`src/rtl/word_tokenizer_assert.svh`:
```
// Assertion macros used by the word tokenizer back end, wt_back.
// Each macro checks one property clocked on the rising edge, held off during reset.
`ifndef WORD_TOKENIZER_ASSERT_SVH
`define WORD_TOKENIZER_ASSERT_SVH

// Same-cycle implication.
`define WT_ASSERT_IMPL(label, clk, rst_n, ante, cons, msg) \
	label: assert property (@(posedge clk) disable iff (!rst_n) (ante) |-> (cons)) \
		else $error(msg);

// Next-cycle implication.
`define WT_ASSERT_NEXT(label, clk, rst_n, ante, cons, msg) \
	label: assert property (@(posedge clk) disable iff (!rst_n) (ante) |=> (cons)) \
		else $error(msg);

`endif

```
`src/rtl/wt_pkg.sv`:
```
// Shared types, constants and character helpers for the word tokenizer.
// Used by wt_front, wt_fifo, wt_back and word_tokenizer; no dependencies.
package wt_pkg;

	// Width of the length/index field in a queued op, sized for the longest word.
	localparam int LEN_W = 6;

	localparam logic [7:0] CH_END        = 8'h00;
	localparam logic [7:0] CH_UNDERSCORE = 8'h5F;
	localparam logic [7:0] CASE_OFFSET   = 8'd32;

	typedef enum logic [1:0] {
		OP_WRITE,
		OP_FLUSH,
		OP_DONE
	} wt_op_kind_t;

	// WRITE: len = buffer index, data[7:0] = char
	// FLUSH: len = word length, data = token number
	// DONE:  data = token total
	typedef struct packed {
		wt_op_kind_t      kind;
		logic [LEN_W-1:0] len;
		logic [15:0]      data;
	} wt_op_t;

	typedef enum logic {
		BK_IDLE,
		BK_FLUSH
	} wt_back_state_t;

	function automatic logic is_word_byte(input logic [7:0] c);
		logic lower, upper, digit;
		lower = (c >= 8'h61) && (c <= 8'h7A);
		upper = (c >= 8'h41) && (c <= 8'h5A);
		digit = (c >= 8'h30) && (c <= 8'h39);
		return lower || upper || digit || (c == CH_UNDERSCORE);
	endfunction

	function automatic logic [7:0] fold_lower(input logic [7:0] c);
		logic upper;
		upper = (c >= 8'h41) && (c <= 8'h5A);
		return upper ? (c + CASE_OFFSET) : c;
	endfunction

endpackage

```
`src/rtl/wt_front.sv`:
```
// Front end: accepts text bytes, classifies them and queues write/flush/done ops.
// Holds the token limit register and the word length and token counters; uses wt_pkg.
module wt_front #(
	parameter int WORD_LEN_MAX = 64
) (
	input  logic          clk,
	input  logic          arst_n,
	input  logic          cfg_valid,
	output logic          cfg_ready,
	input  logic [15:0]   token_limit,
	input  logic          in_valid,
	output logic          in_stall,
	input  logic [7:0]    text_byte,
	input  logic          q_full,
	output logic          q_push,
	output wt_pkg::wt_op_t q_op
);

	localparam int BUF_DEPTH = WORD_LEN_MAX - 1;
	localparam int LW        = $clog2(WORD_LEN_MAX);

	logic [15:0]   limit_q;
	logic [LW-1:0] len_q, len_n;
	logic [15:0]   tok_q, tok_n;
	logic          lim_q, lim_n;
	logic          done_pend_q, done_pend_n;

	logic        accept;
	logic        blocked;
	logic        len_nz;
	logic [15:0] tok_inc;

	assign cfg_ready = 1'b1;
	assign in_stall  = q_full || done_pend_q;
	assign accept    = in_valid && !in_stall;
	assign blocked   = lim_q || (tok_q >= limit_q);
	assign len_nz    = (len_q != '0);
	assign tok_inc   = tok_q + 16'd1;

	always_comb begin
		q_push      = 1'b0;
		q_op.kind   = wt_pkg::OP_WRITE;
		q_op.len    = '0;
		q_op.data   = '0;
		len_n       = len_q;
		tok_n       = tok_q;
		lim_n       = lim_q;
		done_pend_n = done_pend_q;
		if (done_pend_q) begin
			// second op of an end byte that flushed a word
			q_push    = !q_full;
			q_op.kind = wt_pkg::OP_DONE;
			q_op.data = tok_q;
			if (!q_full) begin
				tok_n       = '0;
				lim_n       = 1'b0;
				done_pend_n = 1'b0;
			end
		end else if (accept) begin
			if (text_byte == wt_pkg::CH_END) begin
				q_push = 1'b1;
				len_n  = '0;
				if (len_nz && !blocked) begin
					q_op.kind   = wt_pkg::OP_FLUSH;
					q_op.len    = wt_pkg::LEN_W'(len_q);
					q_op.data   = tok_q;
					tok_n       = tok_inc;
					done_pend_n = 1'b1;
				end else begin
					q_op.kind = wt_pkg::OP_DONE;
					q_op.data = tok_q;
					tok_n     = '0;
					lim_n     = 1'b0;
				end
			end else if (blocked) begin
				len_n = '0;
			end else if (wt_pkg::is_word_byte(text_byte)) begin
				// drop characters past the buffer, keep the word open
				if (len_q < LW'(BUF_DEPTH)) begin
					q_push    = 1'b1;
					q_op.kind = wt_pkg::OP_WRITE;
					q_op.len  = wt_pkg::LEN_W'(len_q);
					q_op.data = {8'h00, wt_pkg::fold_lower(text_byte)};
					len_n     = len_q + LW'(1);
				end
			end else if (len_nz) begin
				q_push    = 1'b1;
				q_op.kind = wt_pkg::OP_FLUSH;
				q_op.len  = wt_pkg::LEN_W'(len_q);
				q_op.data = tok_q;
				tok_n     = tok_inc;
				lim_n     = (tok_inc >= limit_q);
				len_n     = '0;
			end
		end
	end

	always_ff @(posedge clk or negedge arst_n) begin
		if (!arst_n) begin
			limit_q     <= 16'hFFFF;
			len_q       <= '0;
			tok_q       <= '0;
			lim_q       <= 1'b0;
			done_pend_q <= 1'b0;
		end else begin
			if (cfg_valid && cfg_ready) begin
				limit_q <= token_limit;
			end
			len_q       <= len_n;
			tok_q       <= tok_n;
			lim_q       <= lim_n;
			done_pend_q <= done_pend_n;
		end
	end

endmodule

```
`src/rtl/wt_fifo.sv`:
```
// Short op queue between the front end and the back end.
// Circular buffer of wt_pkg::wt_op_t entries with full/empty flags.
module wt_fifo #(
	parameter int DEPTH = 4
) (
	input  logic           clk,
	input  logic           arst_n,
	input  logic           push,
	input  wt_pkg::wt_op_t push_op,
	output logic           full,
	input  logic           pop,
	output wt_pkg::wt_op_t pop_op,
	output logic           empty
);

	localparam int PW = (DEPTH > 1) ? $clog2(DEPTH) : 1;
	localparam int CW = $clog2(DEPTH + 1);

	wt_pkg::wt_op_t entries_q [DEPTH];
	logic [PW-1:0]  wr_ptr_q, rd_ptr_q;
	logic [CW-1:0]  count_q;
	logic           do_push, do_pop;

	assign full    = (count_q == CW'(DEPTH));
	assign empty   = (count_q == '0);
	assign do_push = push && !full;
	assign do_pop  = pop && !empty;
	assign pop_op  = entries_q[rd_ptr_q];

	function automatic logic [PW-1:0] ptr_inc(input logic [PW-1:0] p);
		return (p == PW'(DEPTH - 1)) ? '0 : p + PW'(1);
	endfunction

	always_ff @(posedge clk or negedge arst_n) begin
		if (!arst_n) begin
			wr_ptr_q <= '0;
			rd_ptr_q <= '0;
			count_q  <= '0;
		end else begin
			if (do_push) begin
				wr_ptr_q <= ptr_inc(wr_ptr_q);
			end
			if (do_pop) begin
				rd_ptr_q <= ptr_inc(rd_ptr_q);
			end
			if (do_push && !do_pop) begin
				count_q <= count_q + CW'(1);
			end else if (do_pop && !do_push) begin
				count_q <= count_q - CW'(1);
			end
		end
	end

	always_ff @(posedge clk) begin
		if (do_push) begin
			entries_q[wr_ptr_q] <= push_op;
		end
	end

endmodule

```
`src/rtl/wt_back.sv`:
```
// Back end: stores word characters and plays out tokens and done results.
// Holds the word memory, the flush sequencer, a read stage and the output register.
`include "word_tokenizer_assert.svh"

module wt_back #(
	parameter int WORD_LEN_MAX = 64
) (
	input  logic           clk,
	input  logic           arst_n,
	input  logic           q_empty,
	input  wt_pkg::wt_op_t q_op,
	output logic           q_pop,
	output logic           out_valid,
	input  logic           out_stall,
	output logic [7:0]     token_char,
	output logic [15:0]    token_number,
	output logic           last_char,
	output logic           text_done,
	output logic [15:0]    token_total
);

	localparam int BUF_DEPTH = WORD_LEN_MAX - 1;
	localparam int IW        = (BUF_DEPTH > 1) ? $clog2(BUF_DEPTH) : 1;
	localparam int LW        = $clog2(WORD_LEN_MAX);

	logic [7:0] word_mem [BUF_DEPTH];

	wt_pkg::wt_back_state_t state_q, state_n;
	logic [LW-1:0] cnt_q, cnt_n;
	logic [LW-1:0] len_q, len_n;
	logic [15:0]   tnum_q, tnum_n;

	logic        valid_s1, done_s1, last_s1;
	logic [15:0] num_s1, total_s1;
	logic [7:0]  rdata_s1;

	logic        out_valid_q, out_last_q, out_done_q;
	logic [7:0]  out_char_q;
	logic [15:0] out_num_q, out_total_q;

	logic        out_adv, s1_free;
	logic        mem_we, rd_en, s1_load;
	logic        s1_done_n, s1_last_n;
	logic [15:0] s1_num_n, s1_total_n;

	assign out_adv = !out_valid_q || !out_stall;
	assign s1_free = !valid_s1 || out_adv;

	always_ff @(posedge clk or negedge arst_n) begin
		if (!arst_n) begin
			state_q <= wt_pkg::BK_IDLE;
		end else begin
			state_q <= state_n;
		end
	end

	always_comb begin
		state_n    = state_q;
		cnt_n      = cnt_q;
		len_n      = len_q;
		tnum_n     = tnum_q;
		q_pop      = 1'b0;
		mem_we     = 1'b0;
		rd_en      = 1'b0;
		s1_load    = 1'b0;
		s1_done_n  = 1'b0;
		s1_last_n  = 1'b0;
		s1_num_n   = '0;
		s1_total_n = '0;
		case (state_q)
			wt_pkg::BK_IDLE: begin
				if (!q_empty) begin
					case (q_op.kind)
						wt_pkg::OP_WRITE: begin
							q_pop  = 1'b1;
							mem_we = 1'b1;
						end
						wt_pkg::OP_FLUSH: begin
							q_pop   = 1'b1;
							cnt_n   = '0;
							len_n   = LW'(q_op.len);
							tnum_n  = q_op.data;
							state_n = wt_pkg::BK_FLUSH;
						end
						wt_pkg::OP_DONE: begin
							if (s1_free) begin
								q_pop      = 1'b1;
								s1_load    = 1'b1;
								s1_done_n  = 1'b1;
								s1_total_n = q_op.data;
							end
						end
						default: begin
							q_pop = 1'b1;
						end
					endcase
				end
			end
			wt_pkg::BK_FLUSH: begin
				// one character read per cycle while the read stage can move
				if (s1_free) begin
					rd_en     = 1'b1;
					s1_load   = 1'b1;
					s1_num_n  = tnum_q;
					s1_last_n = ((cnt_q + LW'(1)) == len_q);
					cnt_n     = cnt_q + LW'(1);
					if (s1_last_n) begin
						state_n = wt_pkg::BK_IDLE;
					end
				end
			end
			default: begin
				state_n = wt_pkg::BK_IDLE;
			end
		endcase
	end

	always_ff @(posedge clk or negedge arst_n) begin
		if (!arst_n) begin
			cnt_q       <= '0;
			len_q       <= '0;
			valid_s1    <= 1'b0;
			out_valid_q <= 1'b0;
		end else begin
			cnt_q <= cnt_n;
			len_q <= len_n;
			if (s1_load) begin
				valid_s1 <= 1'b1;
			end else if (out_adv) begin
				valid_s1 <= 1'b0;
			end
			if (out_adv) begin
				out_valid_q <= valid_s1;
			end
		end
	end

	always_ff @(posedge clk) begin
		tnum_q <= tnum_n;
		if (mem_we) begin
			word_mem[IW'(q_op.len)] <= q_op.data[7:0];
		end
		if (rd_en) begin
			rdata_s1 <= word_mem[cnt_q[IW-1:0]];
		end
		if (s1_load) begin
			done_s1  <= s1_done_n;
			last_s1  <= s1_last_n;
			num_s1   <= s1_num_n;
			total_s1 <= s1_total_n;
		end
		if (out_adv && valid_s1) begin
			out_char_q  <= done_s1 ? 8'h00 : rdata_s1;
			out_num_q   <= num_s1;
			out_last_q  <= last_s1;
			out_done_q  <= done_s1;
			out_total_q <= total_s1;
		end
	end

	assign out_valid    = out_valid_q;
	assign token_char   = out_char_q;
	assign token_number = out_num_q;
	assign last_char    = out_last_q;
	assign text_done    = out_done_q;
	assign token_total  = out_total_q;

	`WT_ASSERT_IMPL(a_flush_len_nonzero, clk, arst_n, q_pop && (q_op.kind == wt_pkg::OP_FLUSH), q_op.len != '0, "flush op with empty word")
	`WT_ASSERT_IMPL(a_pop_not_empty, clk, arst_n, q_pop, !q_empty, "pop from empty op queue")
	`WT_ASSERT_IMPL(a_flush_cnt_range, clk, arst_n, state_q == wt_pkg::BK_FLUSH, cnt_q < len_q, "flush index past word length")
	`WT_ASSERT_NEXT(a_s1_hold, clk, arst_n, valid_s1 && !out_adv, valid_s1 && $stable(rdata_s1), "read stage lost its item")

endmodule

```
`src/rtl/word_tokenizer.sv`:
```
// A byte that completes a word passes the op queue, flush sequencer, read stage and output
// register before out_valid has its first character; an end byte with no pending word skips
// the flush sequencer. Throughput: one text byte per cycle into the FIFO_DEPTH op queue. The
// back end stores characters, takes flushes and plays out characters, so input stalls once
// the queue fills, and while an end byte that flushed a word queues its done op.
// Reset (arst_n low, asynchronous) clears counters, queue and output valid; token_limit = 65535.
module word_tokenizer #(
	parameter int WORD_LEN_MAX = 64,
	parameter int FIFO_DEPTH   = 4
) (
	input  logic        clk,
	input  logic        arst_n,
	input  logic        cfg_valid,
	output logic        cfg_ready,
	input  logic [15:0] token_limit,
	input  logic        in_valid,
	output logic        in_stall,
	input  logic [7:0]  text_byte,
	output logic        out_valid,
	input  logic        out_stall,
	output logic [7:0]  token_char,
	output logic [15:0] token_number,
	output logic        last_char,
	output logic        text_done,
	output logic [15:0] token_total
);

	wt_pkg::wt_op_t push_op, pop_op;
	logic           push, pop, full, empty;

	wt_front #(
		.WORD_LEN_MAX(WORD_LEN_MAX)
	) u_front (
		.clk        (clk),
		.arst_n     (arst_n),
		.cfg_valid  (cfg_valid),
		.cfg_ready  (cfg_ready),
		.token_limit(token_limit),
		.in_valid   (in_valid),
		.in_stall   (in_stall),
		.text_byte  (text_byte),
		.q_full     (full),
		.q_push     (push),
		.q_op       (push_op)
	);

	wt_fifo #(
		.DEPTH(FIFO_DEPTH)
	) u_fifo (
		.clk    (clk),
		.arst_n (arst_n),
		.push   (push),
		.push_op(push_op),
		.full   (full),
		.pop    (pop),
		.pop_op (pop_op),
		.empty  (empty)
	);

	wt_back #(
		.WORD_LEN_MAX(WORD_LEN_MAX)
	) u_back (
		.clk         (clk),
		.arst_n      (arst_n),
		.q_empty     (empty),
		.q_op        (pop_op),
		.q_pop       (pop),
		.out_valid   (out_valid),
		.out_stall   (out_stall),
		.token_char  (token_char),
		.token_number(token_number),
		.last_char   (last_char),
		.text_done   (text_done),
		.token_total (token_total)
	);

endmodule
```
`config.mk`:
```
export PLATFORM = sky130hd
export DESIGN_NAME = word_tokenizer
export DESIGN_NICKNAME = d
export VERILOG_FILES = /design/src/rtl/wt_pkg.sv /design/src/rtl/wt_front.sv /design/src/rtl/wt_fifo.sv /design/src/rtl/wt_back.sv /design/src/rtl/word_tokenizer.sv
export VERILOG_INCLUDE_DIRS = /design/src /design/src/rtl
export SDC_FILE = /design/constraint.sdc
export NUM_CORES = 1
export LEC_CHECK = 0
export BUFFER_PORTS_ARGS = -buffer_cell sky130_fd_sc_hd__buf_2
export CAP_MARGIN = 30
export CORE_UTILIZATION = 55
export DETAILED_ROUTE_END_ITERATION = 6
export HOLD_SLACK_MARGIN = 0.03
export PLACE_DENSITY = 0.71
export SYNTH_ARGS = -nofsm -noshare
export SYNTH_HDL_FRONTEND = slang
export SYNTH_SLANG_ARGS = --single-unit
export TNS_END_PERCENT = 30
```
`constraint.sdc`:
```
create_clock -name clk -period 11.05 [get_ports clk]
set_clock_uncertainty 0.1 [all_clocks]
set_input_delay 0.5525 -clock clk [delete_from_list [all_inputs] [get_ports clk]]
set_output_delay 0.5525 -clock clk [all_outputs]
set_load 0.02 [all_outputs]
```
# Yosys cells after proc, flatten, opt, wreduce, memory -nomap -nowiden
# Memory sizes are Yosys's and may differ from the RTL's. A register that Yosys moved wholly into a read port is not among the register bits.
# Cells that the tools add are included.
totals:
  regBits: 154
  out_inout_bits: 45
  latchBits: 0
  romBits: 0
  n_memories: 2
  wordCells: 179
  ramBits: 600
classes:
  multipliers: 0
  n_reduce_logical: 42
  shifts: 0
  add_sub_neg: 8
  bitwise: 5
  muxes: 75
  n_eq_ne: 15
  n_lt_le_gt_ge: 9
  n_div: 0
memory_table:
  columns: ["memory", "depth", "width", "rd", "rd_ports_with_merged_regs", "wr", "line", "text"]
  rows:
  - ["u_back.word_mem", 63, 8, 1, 1, 1, "wt_back.sv:26", "logic [7:0] word_mem [BUF_DEPTH];"]
  - ["u_fifo.entries_q", 4, 24, 1, 0, 1, "wt_fifo.sv:19", "wt_pkg::wt_op_t entries_q [DEPTH];"]
op_table:
  columns: ["op", "n"]
  rows:
  - ["$mux 16", 9]
  - ["$mux 24", 4]
  - ["$mux 6", 10]
  - ["$mux 1", 40]
  - ["$ge 16x16->1", 2]
  - ["$mux 23", 1]
  - ["$mux 22", 1]
  - ["$add 16x1->16 const B", 1]
  - ["$ge 8x7->1 const B", 2]
  - ["$le 8x7->1 const B", 2]
  - ["$add 6x1->6 const B", 2]
  - ["$pmux 6 s2", 1]
  - ["$logic_and 1x1->1", 10]
  - ["$logic_not 1->1", 9]
  - ["$add 8x6->8 const B", 1]
  - ["$eq 8x7->1 const B", 1]
  - ["$ge 8x6->1 const B", 1]
  - ["$le 8x6->1 const B", 1]
  - ["$logic_not 8->1", 1]
  - ["$mux 2", 4]
  - ["$mux 8", 1]
  - ["$ne 2x2->1 const B", 4]
  - ["$logic_or 1x1->1", 7]
  - ["$eq 2x2->1 const B", 3]
  - ["25 further kinds", 36]

# Longest topological paths before layout
depth:
  word_depth: 15
  ltp_mapped: 14
  ltp_nobuf: 14

# By module
# Synthesis repeated with hierarchy kept, for this count alone.
unflattened:
  hier_cells: 1688
  hier_area_um2: 31128.6
modules_own_cells:
  columns: ["module", "seq_area_each_um2", "n_inst", "area_each_um2", "cells_each"]
  rows:
  - ["wt_back", 18512.8, 1, 23922.9, 1160]
  - ["wt_fifo", 3057.9, 1, 3928.8, 163]
  - ["wt_front", 1021.0, 1, 3276.9, 365]

# Least setup slack after synthesis
# No wires, ideal clock.
synth_timing:
  path_type: "input port to flip-flop"
  start: "input port out_stall"
  end: "register u_back.out_last_q, in the netlist u_back.last_char (enable)"
  required_time_ps: 10444
  path_slack_ps: 6823
  stages: 1
  path_buffers: 0
  arrival_time_ps: 3621
  path_cell_list: "a21boi_0"
synth_between:
  elab_chain_cells: 3
synth_lines:
  columns: ["element", "line", "text"]
  rows:
  - ["start: declaration", "word_tokenizer.sv:20", "input logic out_stall,"]
  - ["$logic_not 1->1", "wt_back.sv:46", "assign out_adv = !out_valid_q || !out_stall;"]
  - ["$logic_or 1x1->1", "wt_back.sv:46", null]
  - ["$logic_and 1x1->1", "wt_back.sv:152", "if (out_adv && valid_s1) begin"]
  - ["end signal: assignment", "wt_back.sv:155", "out_last_q <= last_s1;"]
  - ["end: declaration", "wt_back.sv:37", "logic out_valid_q, out_last_q, out_done_q;"]
# No other way between the ends.
# A chain may end at the register's enable or synchronous reset.

==> results.sh <==
export IMPL_outcome="completed"
export IMPL_syn_to_final_growth_pct=12.1
export IMPL_peakVddDrop_mv=0.139
export IMPL_tightest_slew_ns=0.955
export IMPL_grt_busiest_layer="met2"
export IMPL_tritoncts="yes"
export IMPL_drt_initial_drc_count=1700
export IMPL_pre_cts_slack_ns=6.91
export IMPL_track_usage_pct=24.3
export IMPL_antenna_found_initial=0
export IMPL_antenna_left=0
export IMPL_critPathCapture="u_back.rdata_s1[6]"
export IMPL_synth_edf_count=700
export IMPL_cts_repair_resized=0
export IMPL_hp_class="in -> async"
export IMPL_ys_types=76
export IMPL_fin_nets=1966
export IMPL_synth_nets=1858
export IMPL_r2r_end="u_back.rdata_s1[6]"
export IMPL_leakage_uw=0.0121
export IMPL_seq_area_frac_synth_pct=72.9
export IMPL_setup_viol=0
export IMPL_dp_hpwl_um=40500
export IMPL_die_w_um=239
export IMPL_ff2ff_path_depth=6
export IMPL_r2r_start="u_back.cnt_q[0]"
export IMPL_syn_avg_cell_area_um2=17.4
export IMPL_synth_top_area_cell="edfxtp_1"
export IMPL_layout_drive_gt1_share_pct=18.9
export IMPL_max_freq_ghz=0.241
export IMPL_clk_pin_slew_ns=0.06
export IMPL_crit_chain="buf_4, buf_4, mux2i_1, o21ai_0, mux4_2, mux4_2"
export IMPL_cts_post_setup_buffers_inserted=0
export IMPL_die_area_um2=57300
export IMPL_cts_buffer_depth=3
export IMPL_r2r_setup_slack_ns=6.91
export IMPL_fin_crit_sh_pct=37.5
export IMPL_ys_async_sr_fraction_pct=8.14
export IMPL_clockRootBuffer="clkbuf_16"
export IMPL_met2_usage_pct=39.9
export IMPL_rsz0062_at_grt="false"
export IMPL_end_kind="flip-flop"
export IMPL_cap_violations=0
export IMPL_combPwrFrac_pct=22.2
export IMPL_worst_slack_ns=6.91
export IMPL_insertedDiodeCount=0
export IMPL_overflow=0
export IMPL_ys_flop_type="edfxtp_1"
export IMPL_pwr_share_clk_pct=32.5
export IMPL_worst_path_max_fanout=48
export IMPL_critPathKind="reg -> reg"
export IMPL_period_minus_slack_ns=4.14
export IMPL_arrival_ns=4.42
export IMPL_synth_area_leaders="edfxtp_1 (68%), mux4_2 (7.0%), mux2i_1 (3.7%)"
export IMPL_crit_cells=6
export IMPL_crit_required_ns=11.32
export IMPL_netlist_area_um2=31000
export IMPL_slew_viol_final=0
export IMPL_synth_most_common_cell="edfxtp_1"
export IMPL_rows=86
export IMPL_synth_common_cells="edfxtp_1 (700), mux2i_1 (116), mux4_2 (96)"
export IMPL_cp_start_kind="flip-flop"
export IMPL_io_buffers=72
export IMPL_power_density_nw_per_um2=227
export IMPL_io_pins=74
export IMPL_grt_pass1_wl_um=102000
export IMPL_cts_sinks=762
export IMPL_hold_violations=0
export IMPL_core_area_um2=55400
export IMPL_grt_start_max_net_pins=66
export IMPL_numCtsBuffers=78
export IMPL_die_h_um=239
export IMPL_clock_latency_ns=0.62
export IMPL_routed_via_density=6.14
export IMPL_postCtsHoldBufs=9
export IMPL_ys_warn_count=0
export IMPL_start_util_pct=55.9
export IMPL_dr_pass1_iters=6
export IMPL_cp_buffers_inverters=2
export IMPL_synth_top_cell_area_share_pct=67.9
export IMPL_switching_share_pct=29.7
export IMPL_synth_seq_cells=762
export IMPL_setup_tns_ns=0
export IMPL_grt_pass1_vias=16700
export IMPL_grt_util_met3_pct=5.60
export IMPL_use_met1_pct=32.1
export IMPL_crit_start="u_back.cnt_q[0]"
export IMPL_cts_htree_levels=3
export IMPL_gp_congestion=0.853
export IMPL_crit_family="buffers and inverters"
export IMPL_slowest_stage="dfrtp_4"
export IMPL_routed_wl_um=67400
export IMPL_wire_per_inst_um=25.0
export IMPL_synthCells=1783
export IMPL_switching_power_uw=2340
export IMPL_slew_limit_headroom_pct=36.1
export IMPL_cpPeakStageDelay_ns=0.87
export IMPL_vias=16600
export IMPL_p_int_uw=5530
export IMPL_power_frac_seq_pct=45.3
export IMPL_route_detailed_drc=0
[how the worst min path moves through the flow]
| stage | slack (ns) | from | to | depth (start not counted) |
|---|---|---|---|---|
| after floorplan | 0.16 | arst_n | u_back.cnt_q[0] | 0 |
| after global placement | 0.30 | u_back.total_s1[15] | u_back.token_total[15] | 0 |
| after detailed placement | 0.30 | u_back.num_s1[3] | u_back.token_number[3] | 0 |
| after CTS | 0.03 | token_limit[6] | u_front.limit_q[6] | 3 |
| after global routing | 0.05 | token_limit[6] | u_front.limit_q[6] | 3 |
| final | 0.03 | arst_n | u_front.tok_q[1] | 2 |
[cell usage in the layout, fill, tap and decap left out, drive strengths merged, types with 47 or more instances in the layout]
master | Yosys | layout
buf | 42 | 102
clkbuf | 41 | 96
edfxtp | 700 | 700
nor2 | 93 | 93
a21oi | 65 | 65
o21ai | 47 | 47
mux2i | 116 | 116
mux4 | 96 | 96
nand2 | 86 | 86
o221ai | 50 | 50
[layout make-up]
class,instances,area (µm²)
clock buffers,96,2060
clock inverters,47,430
well taps,748,936
flip-flops and latches,762,22600
inverters,33,124
fillers,3822,20700
repair buffers,111,741
multi-input cells,905,7850
[through the flow]
stage | utilization, % | cells | cell area (µm²) | hold slack [ns] | power (µW)
6_report | 62.7 | 2702 | 34700 | 0.0347 | 7870
3_5_place_dp | 58.0 | 2550 | 32200 | 0.305 | 5360
4_1_cts | 62.7 | 2702 | 34700 | 0.0336 | 7900
3_3_place_gp | 57.9 | 2546 | 32100 | 0.302 | 5290
5_1_grt | 62.7 | 2702 | 34700 | 0.0459 | 8150
2_1_floorplan | - | 1783 | 31000 | 0.157 | 4740
[power by group through the flow]
stage / Clock (µW) / Combinational (µW) / Sequential, µW
4_1_cts: 2590 / 1740 / 3570
2_1_floorplan: 0 / 1170 / 3570
3_3_place_gp: 0 / 1670 / 3620
6_report: 2560 / 1750 / 3570
3_5_place_dp: 0 / 1730 / 3630
5_1_grt: 2690 / 1870 / 3580
[worst reg2reg max path, delay by kind of cell (launching register included)]
family | cells | cell delay, ns
DFF | 1 | 0.87
muxes | 3 | 1.23
buffers and inverters | 2 | 1.58
AOI/OAI and AO/OA | 1 | 0.11
[sequential cells by signal, indices dropped and copies added, names as in the netlist, 2 cells and up]
register / cells
u_fifo.rd_ptr_q: 2
u_front.limit_q: 16
u_fifo.entries_q: 96
u_back.token_number: 16
u_front.tok_q: 16
u_front.len_q: 6
u_back.token_char: 8
u_back.len_q: 6
u_back.rdata_s1: 8
u_fifo.count_q: 3
u_back.word_mem: 504
u_fifo.wr_ptr_q: 2
u_back.token_total: 16
u_back.num_s1: 16
u_back.total_s1: 16
u_back.tnum_q: 16
u_back.cnt_q: 6
[metal layers]
metal  vias up  share of wire [%]
li1       7296                  -
met1      8459                 39
met2       720                 49
met3       116                8.1
met4         0                3.1
met5         -                  0
[cells by family after synthesis]
group / synth area share [%]
mux: 11.1
compound gates: 5.74
xor+xnor: 0.679
buf+inv: 1.80
other cells: 0.0121
simple gates: 5.87
flops: 72.9
fa+ha+maj: 1.88
Power figures use the tool's default switching activity.
